[src/rtl/ipv4fd_pkg.sv]
// Shared types, codes and helpers of the IPv4 forwarding decision unit.
package ipv4fd_pkg;

   // Input item kinds, carried on the request channel tuser.
   localparam logic [1:0] KIND_ROUTE_WR = 2'd0;
   localparam logic [1:0] KIND_NEIGH_WR = 2'd1;
   localparam logic [1:0] KIND_LOOKUP   = 2'd2;

   // Forwarding decisions, carried on the response channel tuser.
   localparam logic [2:0] ACT_FORWARD     = 3'd0;
   localparam logic [2:0] ACT_BAD_CSUM    = 3'd1;
   localparam logic [2:0] ACT_TIME_EXCEED = 3'd2;
   localparam logic [2:0] ACT_UNREACHABLE = 3'd3;
   localparam logic [2:0] ACT_NO_NEIGHBOR = 3'd4;

   // Configuration register indexes.
   localparam logic CSR_ROUTE_COUNT = 1'b0;
   localparam logic CSR_NEIGH_COUNT = 1'b1;

   // Entries in the queue between the front and back parts.
   localparam int QUEUE_DEPTH = 2;

   // Work that the back part carries out.
   typedef enum logic [1:0] {
      OP_ROUTE_WR,
      OP_NEIGH_WR,
      OP_LOOKUP,
      OP_REPLY
   } op_type;

   // Back part sequencer states.
   typedef enum logic [1:0] {
      BK_IDLE,
      BK_ROUTE,
      BK_NEIGH,
      BK_FINISH
   } back_state_type;

   // One request as unpacked from the request channel.
   typedef struct packed {
      logic [1:0]  kind;
      logic [9:0]  entry_index;
      logic [31:0] route_prefix_in;
      logic [31:0] route_mask_in;
      logic [31:0] hop_address;
      logic [3:0]  interface_in;
      logic [47:0] mac_in;
      logic [31:0] dest_address;
      logic [7:0]  ttl_in;
      logic [7:0]  protocol_in;
      logic [15:0] checksum_in;
      logic        header_ok;
   } req_type;

   // One classified work item in the queue.
   typedef struct packed {
      op_type      op;
      logic [9:0]  index;
      logic [31:0] prefix;
      logic [31:0] mask;
      logic [31:0] hop;
      logic [3:0]  iface;
      logic [47:0] mac;
      logic [31:0] dest;
      logic [7:0]  ttl;
      logic [15:0] csum;
      logic [2:0]  action;
   } work_type;

   // One forwarding result.
   typedef struct packed {
      logic [2:0]  action;
      logic [3:0]  out_interface;
      logic [47:0] next_mac;
      logic [7:0]  ttl_out;
      logic [15:0] checksum_out;
   } rsp_type;

   // Incremental header checksum update over the {TTL, protocol} word.
   function automatic logic [15:0] csum_update(input logic [15:0] hc,
                                               input logic [15:0] m_old,
                                               input logic [15:0] m_new);
      logic [17:0] s;
      logic [16:0] f1;
      logic [16:0] f2;
      s  = {2'b00, ~hc} + {2'b00, ~m_old} + {2'b00, m_new};
      f1 = 17'(s[15:0]) + 17'(s[17:16]);
      f2 = 17'(f1[15:0]) + 17'(f1[16]);
      return ~f2[15:0];
   endfunction

endpackage

[src/rtl/ipv4fd_queue.sv]
// Two-entry work queue between the front and back parts.
module ipv4fd_queue (
   input  logic                clock,
   input  logic                reset,
   input  logic                push,
   input  ipv4fd_pkg::work_type push_item,
   output logic                full,
   input  logic                pop,
   output logic                not_empty,
   output ipv4fd_pkg::work_type head_item
);
   import ipv4fd_pkg::*;

   localparam int PW = $clog2(QUEUE_DEPTH);
   localparam int CW = $clog2(QUEUE_DEPTH + 1);

   work_type        slot_ff [QUEUE_DEPTH];
   logic [PW-1:0]   wr_ptr_ff, wr_ptr_in;
   logic [PW-1:0]   rd_ptr_ff, rd_ptr_in;
   logic [CW-1:0]   count_ff, count_in;

   // Pointer and fill count updates.
   always_comb begin
      wr_ptr_in = wr_ptr_ff;
      rd_ptr_in = rd_ptr_ff;
      count_in  = count_ff;
      if (push) begin
         wr_ptr_in = (32'(wr_ptr_ff) == QUEUE_DEPTH - 1) ? '0 : wr_ptr_ff + 1'b1;
      end
      if (pop) begin
         rd_ptr_in = (32'(rd_ptr_ff) == QUEUE_DEPTH - 1) ? '0 : rd_ptr_ff + 1'b1;
      end
      if (push && !pop) begin
         count_in = count_ff + 1'b1;
      end else if (pop && !push) begin
         count_in = count_ff - 1'b1;
      end
   end

   always_ff @(posedge clock) begin
      if (reset) begin
         wr_ptr_ff <= '0;
         rd_ptr_ff <= '0;
         count_ff  <= '0;
      end else begin
         wr_ptr_ff <= wr_ptr_in;
         rd_ptr_ff <= rd_ptr_in;
         count_ff  <= count_in;
      end
   end

   // Payload storage needs no reset.
   always_ff @(posedge clock) begin
      if (push) begin
         slot_ff[wr_ptr_ff] <= push_item;
      end
   end

   assign full      = (count_ff == CW'(QUEUE_DEPTH));
   assign not_empty = (count_ff != '0);
   assign head_item = slot_ff[rd_ptr_ff];

   // The back part never takes from an empty queue.
   assert property (@(posedge clock) disable iff (reset) pop |-> count_ff != '0)
      else $error("queue popped while empty");

   // The front part never adds to a full queue.
   assert property (@(posedge clock) disable iff (reset)
                    push |-> count_ff != CW'(QUEUE_DEPTH))
      else $error("queue pushed while full");

endmodule

[config.mk]
export PLATFORM = sky130hd
export DESIGN_NAME = ipv4fd_queue
export DESIGN_NICKNAME = d
export VERILOG_FILES = /design/src/rtl/ipv4fd_pkg.sv /design/src/rtl/ipv4fd_queue.sv
export SDC_FILE = /design/constraint.sdc
export NUM_CORES = 1
export LEC_CHECK = 0
export BUFFER_PORTS_ARGS = -buffer_cell sky130_fd_sc_hd__buf_2
export CORE_ASPECT_RATIO = 1.25
export CORE_MARGIN = 2
export CORE_UTILIZATION = 23
export DETAILED_ROUTE_END_ITERATION = 10
export PLACE_DENSITY = 0.4
export SLEW_MARGIN = 15
export SYNTH_ARGS = -nofsm -noshare
export SYNTH_HDL_FRONTEND = slang
export SYNTH_SLANG_ARGS = --single-unit
[constraint.sdc]
create_clock -name clock -period 18.2 [get_ports clock]
set_clock_uncertainty 0.1 [all_clocks]
set_input_delay 3.64 -clock clock [delete_from_list [all_inputs] [get_ports clock]]
set_output_delay 3.64 -clock clock [all_outputs]
set_load 0.02 [all_outputs]
After elaboration in Yosys (flattened, before gate mapping)
Memories as Yosys holds them, arrays and structs flattened. A register that Yosys moved wholly into a read port is not among the register bits. Cells that the tools add are included. W data, S select, Z words.

Word-level logic and storage cells: 23. Input port bits: 223. Register bits after elaboration: 4. Output and inout bits: 221. Bits in writable memories: 438. Memories: 1.

Equal/unequal tests: 1. Multiplexer cells: 8. $add $sub $neg: 4. Reduce and logical (&&, ||, !) cells: 6.

Memories: slot_ff (words 2, bits a word 219, read ports 1, clocked after memory_dff 1, wr ports 1, line ipv4fd_queue.sv:17) `work_type slot_ff [QUEUE_DEPTH];`.

Operator list (number): $mux W1 (6); $mux W2 (2); $reduce_bool A2 Y1 (2); $add A1 B1 Y1 const B (2); $add A2 B1 Y2 const B (1); $eq A2 B2 Y1 const B (1); $logic_and A1 B1 Y1 (2); $logic_not A1 Y1 (2); $sub A2 B1 Y2 const B (1).

Depth between registers and ports, before layout
Depth in word-level cells: 4. Gate-level depth with buffers: 5. Gate-level depth less buffers: 5.

Worst setup path before layout
OpenSTA, ideal clock, no wires.

Kind: input to register. Start point: input port push. End point: memory slot_ff[0][0] in the netlist's numbering, enable pin. Data required time: 17.272 ns. Stages on the path: 1. Slack: 4.196 ns. Path buffers: 0. Arrival time: 13.075 ns. Setup time: 0.828 ns. Cells stage by stage: nor2b_1.

Word-level cells in the longest chain between the ends: 2.

Ends and longest elaborated chain: start: declaration (line ipv4fd_queue.sv:5) `input logic push,`; $mux W1 (line ipv4fd_queue.sv:54) `if (push) begin`; $mux W1 (not written as such) (line ipv4fd_queue.sv:55) `slot_ff[wr_ptr_ff] <= push_item;`; end: declaration (line ipv4fd_queue.sv:17).

Every way passes these cells.

==> results.sh <==
export IMPL_status="finished, final reports clean"
export IMPL_synthCells=703
export IMPL_synth_nets=927
export IMPL_viasPerCell=3.82
export IMPL_synth_top_area_frac=0.814
export IMPL_ys_ff_latch=443
export IMPL_critPathMaxFanout=65
export IMPL_yosys_warnings=0
export IMPL_wirelength_um=41700
export IMPL_layout_common_cells="buf_2, edfxtp_1, mux2_2, clkbuf_16, clkinv_1"
export IMPL_grt_pass1_vias=8907
export IMPL_period_share=0.393
export IMPL_power_internal_uw=1820
export IMPL_io_buffer_count=443
export IMPL_die_area_mm2=0.0724
export IMPL_antenna_left=0
export IMPL_p_sw_uw=583
export IMPL_cts_sinks=443
export IMPL_hold_viol_final=0
export IMPL_seq_area_frac_synth=0.821
export IMPL_final_nets=1405
export IMPL_cts_resized=0
export IMPL_drive_gt1_frac=0.604
export IMPL_multi_input_area_mm2=0.00258
export IMPL_worst_setup_path_type="reg2out"
export IMPL_clock_path_buffers=3
export IMPL_ys_types=16
export IMPL_cts_tree="yes"
export IMPL_root_buffer="clkbuf_16"
export IMPL_track_usage=0.111
export IMPL_antenna_found_initial=8
export IMPL_cp_data_required_time_ps=14460
export IMPL_drtIter0Drc=306
export IMPL_min_period_ps=7150
export IMPL_fill_cells=7028
export IMPL_rsz0062_at_grt="no"
export IMPL_grt_pass1_wl_um=58800
export IMPL_start_util=0.233
export IMPL_setup_viol=0
export IMPL_cts_setup_buffers=0
export IMPL_vdd_ir_drop_worst_uv=63.6
export IMPL_drv_cap=0
export IMPL_p_per_area_mw_per_mm2=116
export IMPL_pwr_share_seq=0.504
export IMPL_grt_ovfl_total=0
export IMPL_grt_max_degree=128
export IMPL_num_rows=108
export IMPL_combPwrFrac=0.120
export IMPL_critPathCaptureType="output pin"
export IMPL_firstDrtPassIters=6
export IMPL_routedWlPerCell_um=19.4
export IMPL_fin_tns_setup_ps=0
export IMPL_clock_latency_ps=560
export IMPL_die_h_um=300
export IMPL_maxSlewViolCount=0
export IMPL_ctsHoldBuffers=0
export IMPL_synth_area_per_cell_um2=23.0
export IMPL_syn_area_mm2=0.0161
export IMPL_remaining_drc_errors=0
export IMPL_synth_area_leaders="edfxtp_1, mux2_2, clkbuf_8"
export IMPL_p_leak_uw=0.00752
export IMPL_fmax_ghz=0.140
export IMPL_fp_dieW_um=241
export IMPL_switching_share=0.243
export IMPL_hold_path_class="reg2reg"
export IMPL_syn2layout_area_growth_pct=28.5
export IMPL_final_cells=2156
export IMPL_synth_top_area_cell="edfxtp_1"
export IMPL_fp_coreArea_mm2=0.0695
export IMPL_cp_start_kind="register"
export IMPL_ios=444
export IMPL_via_count=8238
export IMPL_critPathArrivalTime_ps=3410
export IMPL_cts_buffers=48
export IMPL_seq_area_mm2=0.0133
export IMPL_p_clk_frac=0.377
export IMPL_path_clk_slew_ps=60
export IMPL_relSlewSlack=0.304
export IMPL_htreeDepth=2
export IMPL_hpwl_um=28600
export IMPL_placed_cells_incl_taps=2066
export IMPL_gp_congestion=0.747
export IMPL_worst_pin_slew_ps=1040
export IMPL_final_common_cell="buf_2"
==> stage by stage <==
stage               total power, µW  worst slack (ps)  utilization  hold WS, ps  cell area (µm²)
floorplan                      1430              4200            -          356            16100
global placement               1530             11600        0.278          374            19300
detailed placement             1530             11530        0.278          386            19300
CTS                            2460             10880        0.299          397            20700
global route                   2510             10770        0.299          426            20800
finish                         2400             11050        0.299          393            20800
==> flip-flops by register name, indices dropped and copies added (netlist names), named ones only <==
signal,flops
count_ff,2
rd_ptr_ff,1
slot_ff,438
wr_ptr_ff,1
==> routing by layer <==
| metal | vias to the layer above | track usage | share of wire |
|---|---|---|---|
| li1 | 3778 | - | - |
| met1 | 4120 | 0.116 | 0.36 |
| met2 | 256 | 0.206 | 0.54 |
| met3 | 78 | 0.0293 | 0.058 |
| met4 | 6 | 0.0495 | 0.037 |
| met5 | - | 0 | 0.00093 |
==> power groups by stage <==
stage	Sequential (µW)	Clock, µW	Combinational [µW]
4_1_cts	1210	947	298
2_1_floorplan	1240	0	187
6_report	1210	905	288
3_3_place_gp	1230	0	294
3_5_place_dp	1230	0	297
5_1_grt	1210	986	310
==> worst max-delay path, cell delays in order (launching register included) <==
cell and delay (ps):
dfxtp_4 580, buf_4 800, buf_4 760, mux2_2 420
buf_2 160
==> final timing paths <==
| check | start | end | slack, ps | depth (start not counted) |
|---|---|---|---|---|
| worst min register to register | count_ff[1] | count_ff[1] | 390 | 2 |
| worst max register to register | wr_ptr_ff | slot_ff[0][163] | 15220 | 3 |
| worst min-delay path | count_ff[1] | count_ff[1] | 390 | 2 |
| worst max-delay path | register | head_item[165] | 11050 | 4 |
==> cells by family (layout without fill, tap and decap cells) <==
kind of cell    after synthesis  count (layout)  share of synthesized area
simple gates                  9               9                    0.00287
flops                       443             443                      0.821
compound gates                2               2                   0.000619
fa+ha+maj                     1               1                   0.000775
other cells                   0               4                          0
xor+xnor                      4               4                    0.00217
mux                         219             219                      0.153
buf+inv                      25             539                     0.0202
==> layout make-up <==
| type | instances | share of cell area |
|---|---|---|
| Tap cell | 935 | 0.0564 |
| Inverter | 1 | 0.000181 |
| Clock inverter | 28 | 0.00844 |
| Sequential cell | 443 | 0.639 |
| Multi-Input combinational cell | 235 | 0.124 |
| Timing Repair Buffer | 452 | 0.111 |
| Clock buffer | 58 | 0.0607 |
| Antenna cell | 4 | 0.000482 |
==> synthesized netlist by cell type, drive strengths merged <==
cell and instances:
xor2 2, dfxtp 5, o21ai 1, xnor2 2
buf 3, and2 1, or2 1, mux2 219
clkbuf 21, ha 1, nor2b 2, inv 1
edfxtp 438, nor2 4, a21oi 1, or3 1
No activity file was read; power rests on OpenSTA's default activity.
