## config.mk

```make
export PLATFORM = sky130hd
export DESIGN_NAME = ipv4fd_front
export DESIGN_NICKNAME = d
export VERILOG_FILES = /design/src/rtl/ipv4fd_pkg.sv /design/src/rtl/ipv4fd_front.sv
export SDC_FILE = /design/constraint.sdc
export NUM_CORES = 1
export LEC_CHECK = 0
export ABC_AREA = 1
export ABC_CLOCK_PERIOD_IN_PS = 7100
export BUFFER_PORTS_ARGS = -buffer_cell sky130_fd_sc_hd__buf_2
export CORE_AREA = 2 2 175 177
export DETAILED_ROUTE_END_ITERATION = 6
export DIE_AREA = 0 0 177 179
export GPL_TIMING_DRIVEN = 0
export MAX_ROUTING_LAYER = met4
export PLACE_DENSITY = 0.52
export RECOVER_POWER = 100
export SLEW_MARGIN = 20
export SYNTH_ARGS = -nofsm -noshare
export SYNTH_HDL_FRONTEND = slang
export SYNTH_SLANG_ARGS = --single-unit
```

## constraint.sdc

```tcl
create_clock -name vclk -period 7.1
set_input_delay 1.42 -clock vclk [all_inputs]
set_output_delay 1.42 -clock vclk [all_outputs]
set_load 0.1 [all_outputs]
```

## src/rtl/ipv4fd_pkg.sv

```systemverilog
// Shared types, codes and helpers of the IPv4 forwarding decision unit.
package ipv4fd_pkg;

   // Input item kinds, carried on the request channel tuser.
   localparam logic [1:0] KIND_ROUTE_WR = 2'd0;
   localparam logic [1:0] KIND_NEIGH_WR = 2'd1;
   localparam logic [1:0] KIND_LOOKUP   = 2'd2;

   // Forwarding decisions, carried on the response channel tuser.
   localparam logic [2:0] ACT_FORWARD     = 3'd0;
   localparam logic [2:0] ACT_BAD_CSUM    = 3'd1;
   localparam logic [2:0] ACT_TIME_EXCEED = 3'd2;
   localparam logic [2:0] ACT_UNREACHABLE = 3'd3;
   localparam logic [2:0] ACT_NO_NEIGHBOR = 3'd4;

   // Configuration register indexes.
   localparam logic CSR_ROUTE_COUNT = 1'b0;
   localparam logic CSR_NEIGH_COUNT = 1'b1;

   // Entries in the queue between the front and back parts.
   localparam int QUEUE_DEPTH = 2;

   // Work that the back part carries out.
   typedef enum logic [1:0] {
      OP_ROUTE_WR,
      OP_NEIGH_WR,
      OP_LOOKUP,
      OP_REPLY
   } op_type;

   // Back part sequencer states.
   typedef enum logic [1:0] {
      BK_IDLE,
      BK_ROUTE,
      BK_NEIGH,
      BK_FINISH
   } back_state_type;

   // One request as unpacked from the request channel.
   typedef struct packed {
      logic [1:0]  kind;
      logic [9:0]  entry_index;
      logic [31:0] route_prefix_in;
      logic [31:0] route_mask_in;
      logic [31:0] hop_address;
      logic [3:0]  interface_in;
      logic [47:0] mac_in;
      logic [31:0] dest_address;
      logic [7:0]  ttl_in;
      logic [7:0]  protocol_in;
      logic [15:0] checksum_in;
      logic        header_ok;
   } req_type;

   // One classified work item in the queue.
   typedef struct packed {
      op_type      op;
      logic [9:0]  index;
      logic [31:0] prefix;
      logic [31:0] mask;
      logic [31:0] hop;
      logic [3:0]  iface;
      logic [47:0] mac;
      logic [31:0] dest;
      logic [7:0]  ttl;
      logic [15:0] csum;
      logic [2:0]  action;
   } work_type;

   // One forwarding result.
   typedef struct packed {
      logic [2:0]  action;
      logic [3:0]  out_interface;
      logic [47:0] next_mac;
      logic [7:0]  ttl_out;
      logic [15:0] checksum_out;
   } rsp_type;

   // Incremental header checksum update over the {TTL, protocol} word.
   function automatic logic [15:0] csum_update(input logic [15:0] hc,
                                               input logic [15:0] m_old,
                                               input logic [15:0] m_new);
      logic [17:0] s;
      logic [16:0] f1;
      logic [16:0] f2;
      s  = {2'b00, ~hc} + {2'b00, ~m_old} + {2'b00, m_new};
      f1 = 17'(s[15:0]) + 17'(s[17:16]);
      f2 = 17'(f1[15:0]) + 17'(f1[16]);
      return ~f2[15:0];
   endfunction

endpackage

```

## src/rtl/ipv4fd_front.sv

```systemverilog
// Front part: accepts requests, drops ignored ones and decides early outcomes.
module ipv4fd_front #(
   parameter int ROUTE_DEPTH     = 1024,
   parameter int NEIGHBOUR_DEPTH = 16
) (
   input  logic                 req_valid,
   output logic                 req_ready,
   input  ipv4fd_pkg::req_type  req,
   input  logic                 queue_full,
   output logic                 push,
   output ipv4fd_pkg::work_type push_item
);
   import ipv4fd_pkg::*;

   logic       accept;
   logic       keep;
   logic [7:0] ttl_dec;

   assign req_ready = !queue_full;
   assign accept    = req_valid && req_ready;
   assign ttl_dec   = req.ttl_in - 8'd1;

   // Writes outside a table and unknown kinds are accepted and dropped.
   always_comb begin
      priority case (req.kind)
         KIND_ROUTE_WR: keep = 32'(req.entry_index) < 32'(ROUTE_DEPTH);
         KIND_NEIGH_WR: keep = 32'(req.entry_index) < 32'(NEIGHBOUR_DEPTH);
         KIND_LOOKUP:   keep = 1'b1;
         default:       keep = 1'b0;
      endcase
   end

   assign push = accept && keep;

   // Classify the request; failed checks become a finished reply.
   always_comb begin
      push_item        = '0;
      push_item.index  = req.entry_index;
      push_item.prefix = req.route_prefix_in;
      push_item.mask   = req.route_mask_in;
      push_item.hop    = req.hop_address;
      push_item.iface  = req.interface_in;
      push_item.mac    = req.mac_in;
      push_item.dest   = req.dest_address;
      push_item.ttl    = ttl_dec;
      push_item.csum   = csum_update(req.checksum_in, {req.ttl_in, req.protocol_in},
                                     {ttl_dec, req.protocol_in});
      push_item.action = ACT_FORWARD;
      if (req.kind == KIND_ROUTE_WR) begin
         push_item.op = OP_ROUTE_WR;
      end else if (req.kind == KIND_NEIGH_WR) begin
         push_item.op = OP_NEIGH_WR;
      end else if (!req.header_ok) begin
         push_item.op     = OP_REPLY;
         push_item.action = ACT_BAD_CSUM;
      end else if (req.ttl_in <= 8'd1) begin
         push_item.op     = OP_REPLY;
         push_item.action = ACT_TIME_EXCEED;
      end else begin
         push_item.op = OP_LOOKUP;
      end
   end

endmodule

```

# Word-level counts from Yosys, hierarchy flattened
# Cells that the tools add are included.
# totals
wordCells,26
latchBits,0
ram_bits,0
mem_count,0
inputBits,227
register_bits,0
rom_bits,0
out_inout_bits,221
# op_classes
eq_ne,2
shift,0
n_mul,0
muxes,9
reduce_logical,5
n_addsub,5
n_div,0
bitwise,3
n_lt_le_gt_ge,2
# ops
op,count
16-bit NOT,3
17-bit by 16-bit adder with 18-bit output,1
16-bit by 16-bit adder with 17-bit output,1
16-bit by 2-bit adder with 17-bit output,1
16-bit by 1-bit adder with 16-bit output,1
2-bit 2-to-1 mux,6
"10-bit by 5-bit < comparator with 1-bit output, second input constant",1
"8-bit by 1-bit less-or-equal comparator with 1-bit output, second input constant",1
"8-bit by 1-bit subtractor with 8-bit output, second input constant",1
"2-bit by 1-bit == test with 1-bit output, second input constant",1
"2-bit == test, second input constant",1
1-bit logical AND,2
2-bit zero test,1
1-bit 2-to-1 mux,2
1-bit case mux with 2 select lines,1
2-bit OR reduction,1
1-bit zero test,1

# Logic depth before layout (Yosys ltp)
# Gate-level depths: netlist (run 1).
# depth
word_depth,6
ltp_mapped,40
depth_no_buf,40

# Least setup slack after synthesis (run 1)
# OpenSTA, ideal clock, no wires.
# synth_timing
path_type,in2out
startpoint,input req[25] in the netlist's numbering
endpoint,output push_item[15] in the netlist's numbering
t_required_ns,5.680
path_stages,32
path_slack_ns,-3.414
path_buffers,0
arrival_time_ns,9.094
cell_sequence,inv_1 > ha_1 > nor2_1 > nor2_1 > xnor2_1 > ha_1 > nand2_1 > inv_1 > a21oi_1 > nor3_1 > nor2_1 > and2_1 > or2_2 > a21oi_1 > fa_1 > nand2_1 > nor2_8 > nand3_2 > nor2_4 > nand3_4 > nor2_2 > nand3_1 > nor2_1 > ha_1 > nand3_1 > nor2_2 > nand3_2 > nor2_4 > nand3_2 > nor2_4 > nand3_1 > xor2_1
# synth_lines
element,line,source
"start, declared",ipv4fd_front.sv:8,"input ipv4fd_pkg::req_type req,"
"end, declared",ipv4fd_front.sv:11,output ipv4fd_pkg::work_type push_item

==> metrics.txt, run 1 <==
WP data arrival 6.55 ns; Die ar. 31,700 sq um; Initial Utilization 14.5%; port bufs 263; maxcap violations 0; Placed Instances 1,347; drt wl/cell 10.7 um; sequential area share after synthesis 0%; Cells after Synth 688; syn nets 956; io pins 448; Seq cells 0; CP peak stage delay 0.34 ns; Final ANT Viol Nets 0; classification of the worst-slack hold path in2out; fin nets 1,268; P&R area growth vs syn 63.0%; Synth Area in Adders 12.1%; Lkg Pwr 3.50 nW; simple-gate share of the synthesized area 36.6%; met3 global-route usage 0.488%; Clk pwr share 0%; Slew @ Worst Pin 1.32 ns; overall power 1.74 mW; Overall Global Routing Usage 8.59%; final period utilization 112%; first-pass iteration count of the detailed router 4; met2 Track Usage GR 16.8%; row count 64; Worst VDD drop 0.0777 mV; hold-fix buffers at CTS 0; met1 Usage GRT 9.96%; WHS Endpoint push_item[142]; clock buffers 0; first-pass GRT wire length 21.3 mm; CP Launch Type primary input; Synth Area in XOR/XNOR 6.59%; Power Density 244 nW/um^2; # setup viols final 15; Slew Limit Headroom 12.5%; crit-path most repeated cell nor2_4; ratio of cells with drive above 1 in the final layout 48.2%; post-synthesis mux area share 0.258%; Tmin final 7.97 ns; most frequent cells in the layout buf_4 (233), clkbuf_1 (205), nand2_1 (112); Final Slew Violations 0; GRT busiest layer met2; pre-CTS setup slack -2.05 ns; detailed placer's ending HPWL 13.4 mm; die height 179 um; Synth area leader buf_4; Crit-path slowest cell ha_1; vias per cell 3.50; placed cell areas 6420 sq um; Critical Path Sink Type output port; Net Sw Power 1.24 mW; Synth Area in Compound Gates 3.78%; largest family of logic cells by synthesized area buffers and inverters; fin cells 1,395; Synth cell types 37; Sw Ratio 71.3%; Die W 177 um; worst setup path start req[25]; largest net degree at the start of global routing 8; status finished, violations left; Final Wtd Congestion 0.870; Comb pwr share 100.0%; commonest non-fill, non-tap cell in the layout buf_4; failing checks setup timing; Synth top area share 32.8%; Crit path required time 5.68 ns; Final Util 23.7%; via count 4,881; grt ovf 0; initial antenna violation count 1; RSZ-0062 raised after global routing true; final hold viol count 0; Top delay family on crit path simple AND/OR/NAND/NOR gates; largest fanout on the critical path 5; critical path class in2out; vias in the first global route 4,314; Pint 499 uW; Synth area leaders buf_4 (33%), nand2_1 (12%), ha_1 (11%); syn_area_per_cell 6.35 sq um; Synth Warn # 0; Worst Hold Path Cells 2; Post-Syn Area 4370 sq um; hold wc startpoint req[148]; post-route setup slack -0.870 ns; Post-Route WL 14.9 mm; Initial DRC Count 87; Core ar. 30,000 sq um; Worst Path Buf+Inv 5; Seq pwr share 0%; drt drc 0; fmax 0.125 GHz; Final Cell Area 7120 sq um; FF/Latch Area 0 sq um
## worst max-delay path by stage
stage | cells after the start | end | slack (ns)
after detailed placement | 40 | push_item[16] | -2.05
after CTS | 39 | push_item[18] | -0.98
final | 39 | push_item[18] | -0.87
after global placement | 40 | push_item[16] | -2.03
after floorplan | 37 | push_item[18] | -1.40
after global routing | 38 | push_item[18] | -1.25
## metrics by stage
step / TNS [ns] / hold slack, ns
5_1_grt: -13.82 / 3.44
2_1_floorplan: -16.63 / 3.05
3_3_place_gp: -23.34 / 3.22
6_report: -8.81 / 3.43
4_1_cts: -9.32 / 3.22
3_5_place_dp: -23.90 / 3.22
## power groups by stage
stage / registers, mW / logic [mW] / clock network, mW
global route: 0 / 1.84 / 0.0000000188
finish: 0 / 1.74 / 0.0000000188
floorplan: 0 / 1.32 / 0
global placement: 0 / 1.52 / 0
CTS: 0 / 1.73 / 0
detailed placement: 0 / 1.52 / 0
## logic make-up after synthesis
logic type,count (synthesis)
compound gates,29
xor+xnor,32
fa+ha+maj,41
buf+inv,281
mux,1
other cells,1
simple gates,303
## metal layers
| layer | wire, um | part of all wire [%] |
|---|---|---|
| met2 | 8060 | 54 |
| met4 | 100 | 0.67 |
| met1 | 5790 | 39 |
| met5 | 0 | 0 |
| met3 | 966 | 6.5 |
## cell usage after synthesis, drive strengths merged
master,instances
nor3,3
nand4,3
ha,39
inv,89
nor2,58
a31oi,1
a21boi,1
a21o,1
xnor2,16
buf,191
a21oi,12
and2,1
clkbuf,1
mux2,1
nand3,47
o2111ai,1
or2,12
o21ai,12
conb,1
xor2,16
nor4,1
o21bai,1
nand3b,5
fa,2
nand2,173
## final cells by class
class	instances	area [sq um]
antenna	1	2.50
buffer	192	1440
fill	3431	22900
inverter	89	353
multi-input combinational	407	3150
tap	396	495
timing repair buffer	310	1680
## timing repair
action,CTS,global route
gates resized for setup,109,45
pin swaps,43,36
setup endpoints to repair,16,16
buffers inserted,34,13
(Power assumes the default switching activity.)
==> inputs of run 2 (changes only) <==
--- a/config.mk
+++ b/config.mk
@@ -11,6 +11,7 @@
 export CORE_AREA = 2 2 175 177
 export DETAILED_ROUTE_END_ITERATION = 6
 export DIE_AREA = 0 0 177 179
+export GPL_ROUTABILITY_DRIVEN = 0
 export GPL_TIMING_DRIVEN = 0
 export MAX_ROUTING_LAYER = met4
 export PLACE_DENSITY = 0.52
@@ -19,3 +20,4 @@
 export SYNTH_ARGS = -nofsm -noshare
 export SYNTH_HDL_FRONTEND = slang
 export SYNTH_SLANG_ARGS = --single-unit
+export TNS_END_PERCENT = 20
==> metrics.txt, run 2 (same netlist as run 1, synthesis figures left out) <==
Final ANT Viol Nets 0 (unchanged); Post-Route WL 14.4 mm (was 14.9 mm); final hold viol count 0 (unchanged); maxcap violations 0 (unchanged); die height 179 um (unchanged); Net Sw Power 1.24 mW (about the same); most frequent cells in the layout buf_4 (248), clkbuf_1 (204), nand2_1 (112) (was buf_4 (233), clkbuf_1 (205), nand2_1 (112)); status finished, violations left (unchanged); fill count 3,404 (was 3,431); final period utilization 110% (was 112%); first-pass GRT wire length 19.5 mm (was 21.3 mm); largest net degree at the start of global routing 8 (unchanged); # setup viols final 13 (was 15); Final Util 24.2% (was 23.7%); Initial Utilization 14.5% (unchanged); CP Launch Type primary input (unchanged); hold-fix buffers at CTS 0 (unchanged); critical path class in2out (unchanged); CP peak stage delay 0.39 ns (was 0.34 ns); drt wl/cell 10.2 um (was 10.7 um); Slew @ Worst Pin 1.29 ns (was 1.32 ns); first-pass iteration count of the detailed router 4 (unchanged); Worst VDD drop 0.0720 mV (was 0.0777 mV); row count 64 (unchanged); commonest non-fill, non-tap cell in the layout buf_4 (unchanged); FF/Latch Area 0 sq um (unchanged); pre-CTS setup slack -1.98 ns (was -2.05 ns); Clk pwr share 0% (about the same); fin nets 1,279 (was 1,268); classification of the worst-slack hold path in2out (unchanged); Fin Setup TNS -6.55 ns (was -8.81 ns); Placed Instances 1,347 (unchanged); post-route setup slack -0.702 ns (was -0.870 ns); Pint 496 uW (was 499 uW); initial antenna violation count 5 (was 1); Crit-path slowest cell fa_2 (was ha_1); hold wc startpoint req[76] (was req[148]); crit-path most repeated cell nor2_4 (unchanged); Comb pwr share 100.0% (about the same); Lkg Pwr 3.55 nW (was 3.50 nW); WP data arrival 6.38 ns (was 6.55 ns); Crit path required time 5.68 ns (about the same); Critical Path Sink Type output port (unchanged); final hold slack 3.43 ns (about the same); Sw Ratio 71.4% (was 71.3%); vias in the first global route 4,145 (was 4,314); Core ar. 30,000 sq um (unchanged); largest fanout on the critical path 4 (was 5); port bufs 263 (unchanged); P&R area growth vs syn 66.3% (was 63.0%); RSZ-0062 raised after global routing true (unchanged); ratio of cells with drive above 1 in the final layout 50.1% (was 48.2%); Seq pwr share 0% (about the same); Seq cells 0 (unchanged); drt drc 0 (unchanged); Final Slew Violations 0 (unchanged); Tmin final 7.80 ns (was 7.97 ns); Slew Limit Headroom 14.3% (was 12.5%); Power Density 239 nW/um^2 (was 244 nW/um^2); worst setup path start req[18] (was req[25]); WHS Endpoint push_item[70] (was push_item[142]); Initial DRC Count 97 (was 87); clock buffers 0 (unchanged); Worst Hold Path Cells 2 (unchanged); io pins 448 (unchanged); Die ar. 31,700 sq um (unchanged); via count 4,909 (was 4,881); Overall Global Routing Usage 7.77% (was 8.59%); Die W 177 um (unchanged); grt ovf 0 (unchanged); fmax 0.128 GHz (was 0.125 GHz); detailed placer's ending HPWL 12.7 mm (was 13.4 mm); failing checks setup timing (unchanged); fin cells 1,410 (was 1,395); vias per cell 3.48 (was 3.50)
run 2: what timing repair did:
item / CTS / global route
endpoints found under the hold margin: 0 / 0
pin swaps: 40 / 57
setup buffers: 31 / 27
gates resized for setup: 98 / 74
setup endpoints to repair: 16 / 16
run 2: how the worst max path moves through the flow:
stage                     to  depth (start not counted)
5_1_grt        push_item[17]                         41
4_1_cts        push_item[18]                         42
2_1_floorplan  push_item[18]                         37
6_report       push_item[18]                         38
3_3_place_gp   push_item[18]                         42
3_5_place_dp   push_item[18]                         42
run 2: layer usage:
| metal | vias to the layer above | part of all wire (%) | global-route usage [%] |
|---|---|---|---|
| met1 | 2131 | 37 | 8.30 |
| met2 | 212 | 56 | 16.0 |
| met4 | 0 | 0 | 0 |
| met3 | 0 | 6.9 | 0.975 |
| met5 | - | 0 | - |
| li1 | 2566 | - | - |
run 2: power by group through the flow:
stage / clock network, mW / logic (mW) / registers [mW]
finish: 0.0000000942 / 1.73 / 0
global route: 0.0000000942 / 1.84 / 0
CTS: 0 / 1.68 / 0
detailed placement: 0 / 1.50 / 0
global placement: 0 / 1.49 / 0
floorplan: 0 / 1.29 / 0
run 2: layout make-up:
| cell class | instances | area [sq um] | share of cell area (%) |
|---|---|---|---|
| diodes | 5 | 12.5 | 0.172 |
| plain buffers | 192 | 1440 | 19.8 |
| inverters | 89 | 342 | 4.70 |
| multi-input cells | 407 | 3250 | 44.8 |
| well taps | 396 | 495 | 6.82 |
| repair buffers | 321 | 1720 | 23.7 |
run 2: critical path, delay by kind of cell:
| family | cells | cell delay (ns) |
|---|---|---|
| buf+inv | 6 | 0.53 |
| compound gates | 1 | 0.22 |
| xor+xnor | 1 | 0.15 |
| fa+ha+maj | 5 | 1.30 |
| simple gates | 25 | 2.71 |
run 2: through the flow:
stage	total power, mW	cell area [sq um]
3_3_place_gp	1.49	6360
2_1_floorplan	1.29	4550
5_1_grt	1.84	7260
4_1_cts	1.68	6990
6_report	1.73	7260
3_5_place_dp	1.50	6360
==> inputs of run 3 (changes only) <==
--- a/config.mk
+++ b/config.mk
@@ -13,7 +13,6 @@
 export DIE_AREA = 0 0 177 179
 export GPL_ROUTABILITY_DRIVEN = 0
 export GPL_TIMING_DRIVEN = 0
-export MAX_ROUTING_LAYER = met4
 export PLACE_DENSITY = 0.52
 export RECOVER_POWER = 100
 export SLEW_MARGIN = 20
==> metrics.txt, run 3 (same netlist as run 1, synthesis figures left out) <==
Slew Limit Headroom 14.1% (was 14.3%); Core ar. 30,000 sq um (unchanged); Final ANT Viol Nets 0 (unchanged); via count 4,919 (was 4,909); Final Cell Area 7260 sq um (about the same); die height 179 um (unchanged); Lkg Pwr 3.55 nW (about the same); drt drc 0 (unchanged); fill count 3,405 (was 3,404); classification of the worst-slack hold path in2out (unchanged); fin nets 1,279 (unchanged); port bufs 263 (unchanged); first-pass iteration count of the detailed router 4 (unchanged); Final Slew Violations 0 (unchanged); Overall Global Routing Usage 7.56% (was 7.77%); pre-CTS setup slack -1.98 ns (unchanged); largest fanout on the critical path 4 (unchanged); Post-Route WL 14.4 mm (about the same); placed cell areas 6360 sq um (unchanged); largest net degree at the start of global routing 8 (unchanged); drt wl/cell 10.2 um (about the same); Tmin final 7.82 ns (was 7.80 ns); Crit path required time 5.68 ns (about the same); highest routed layer met5 (was met3); Worst VDD drop 0.0720 mV (about the same); WHS Endpoint push_item[70] (unchanged); critical path class in2out (unchanged); P&R area growth vs syn 66.3% (about the same); grt ovf 0 (unchanged); hold wc startpoint req[76] (unchanged); CP peak stage delay 0.39 ns (about the same); WP data arrival 6.40 ns (was 6.38 ns); most frequent cells in the layout buf_4 (248), clkbuf_1 (204), nand2_1 (112) (unchanged); CP Launch Type primary input (unchanged); io pins 448 (unchanged); fmax 0.128 GHz (about the same); met2 WL 8.12 mm (about the same); Worst Hold Path Cells 2 (unchanged); Initial Utilization 14.5% (unchanged); final hold viol count 0 (unchanged); first-pass GRT wire length 19.5 mm (unchanged); FF/Latch Area 0 sq um (unchanged); RSZ-0062 raised after global routing true (unchanged); # setup viols final 13 (unchanged); detailed placer's ending HPWL 12.7 mm (unchanged); Die W 177 um (unchanged); vias per cell 3.49 (was 3.48); maxcap violations 0 (unchanged); Crit-path slowest cell fa_2 (unchanged); row count 64 (unchanged); post-route setup slack -0.715 ns (was -0.702 ns); Critical Path Sink Type output port (unchanged); WL met3 1.11 mm (was 994 um); failing checks setup timing (unchanged); initial antenna violation count 5 (unchanged); Power Density 239 nW/um^2 (about the same); final period utilization 110% (about the same); Seq cells 0 (unchanged); crit-path most repeated cell nor2_4 (unchanged); ratio of cells with drive above 1 in the final layout 50.1% (unchanged); status finished, violations left (unchanged); Initial DRC Count 75 (was 97); area of the multi-input gates 3250 sq um (unchanged); vias in the first global route 4,147 (was 4,145); commonest non-fill, non-tap cell in the layout buf_4 (unchanged); Die ar. 31,700 sq um (unchanged); met1 wire length 5.14 mm (was 5.26 mm); clock buffers 0 (unchanged); Slew @ Worst Pin 1.29 ns (about the same)
==> run 3: cell count changes in the layout (fill, tap and decap cells not counted), sizes merged <==
cell / previous run / this run
diode: 5 / 4
==> run 3: critical path, delay by kind of cell <==
family,cells,cell delay [ns]
fa+ha+maj,5,1.30
xor+xnor,1,0.15
compound gates,1,0.23
buf+inv,6,0.53
simple gates,25,2.71
==> run 3: cell type report <==
cell class                 instances  share of cell area (%)
multi-input combinational        407                    44.8
inverter                          89                    4.70
timing repair buffer             321                    23.7
antenna                            4                   0.138
tap                              396                    6.82
buffer                           192                    19.8
==> run 3: metrics by stage <==
step	util, %	cells	TNS, ns	total power, mW	hold WS, ns
3_5_place_dp	21.2	1347	-22.75	1.50	3.22
5_1_grt	24.2	1405	-10.12	1.84	3.44
4_1_cts	23.3	1378	-7.88	1.68	3.22
2_1_floorplan	-	688	-18.67	1.29	3.05
6_report	24.2	1409	-6.72	1.73	3.43
3_3_place_gp	21.2	1347	-21.26	1.49	3.22
==> run 3: report_power, final <==
group	total [mW]	internal [mW]	switching, mW
sequential	0	0	0
combinational	1.73	0.496	1.24
clock	0.0000000753	0.0000000753	0
total	1.73	0.496	1.24
==> run 3: worst max-delay path by stage <==
stage                     cells past startpoint  startpoint  slack, ns            end
after global placement                       42     req[25]      -1.87  push_item[18]
after detailed placement                     42     req[25]      -1.98  push_item[18]
final                                        38     req[18]      -0.72  push_item[18]
after global routing                         41     req[25]      -0.98  push_item[17]
after CTS                                    42     req[25]      -0.86  push_item[18]
after floorplan                              37     req[25]      -1.44  push_item[18]
==> run 3: timing repair <==
action | 4_1_cts | 5_1_grt
buffers inserted | 31 | 27
hold buffers | 0 | 0
setup endpoints to repair | 16 | 16
pin swaps | 40 | 57
resized for setup | 98 | 74
==> run 3: routing by layer <==
metal	vias to the layer above	track usage [%]
met5	-	0
met4	2	0
met3	2	1.02
met2	214	16.0
met1	2137	8.27
li1	2564	-
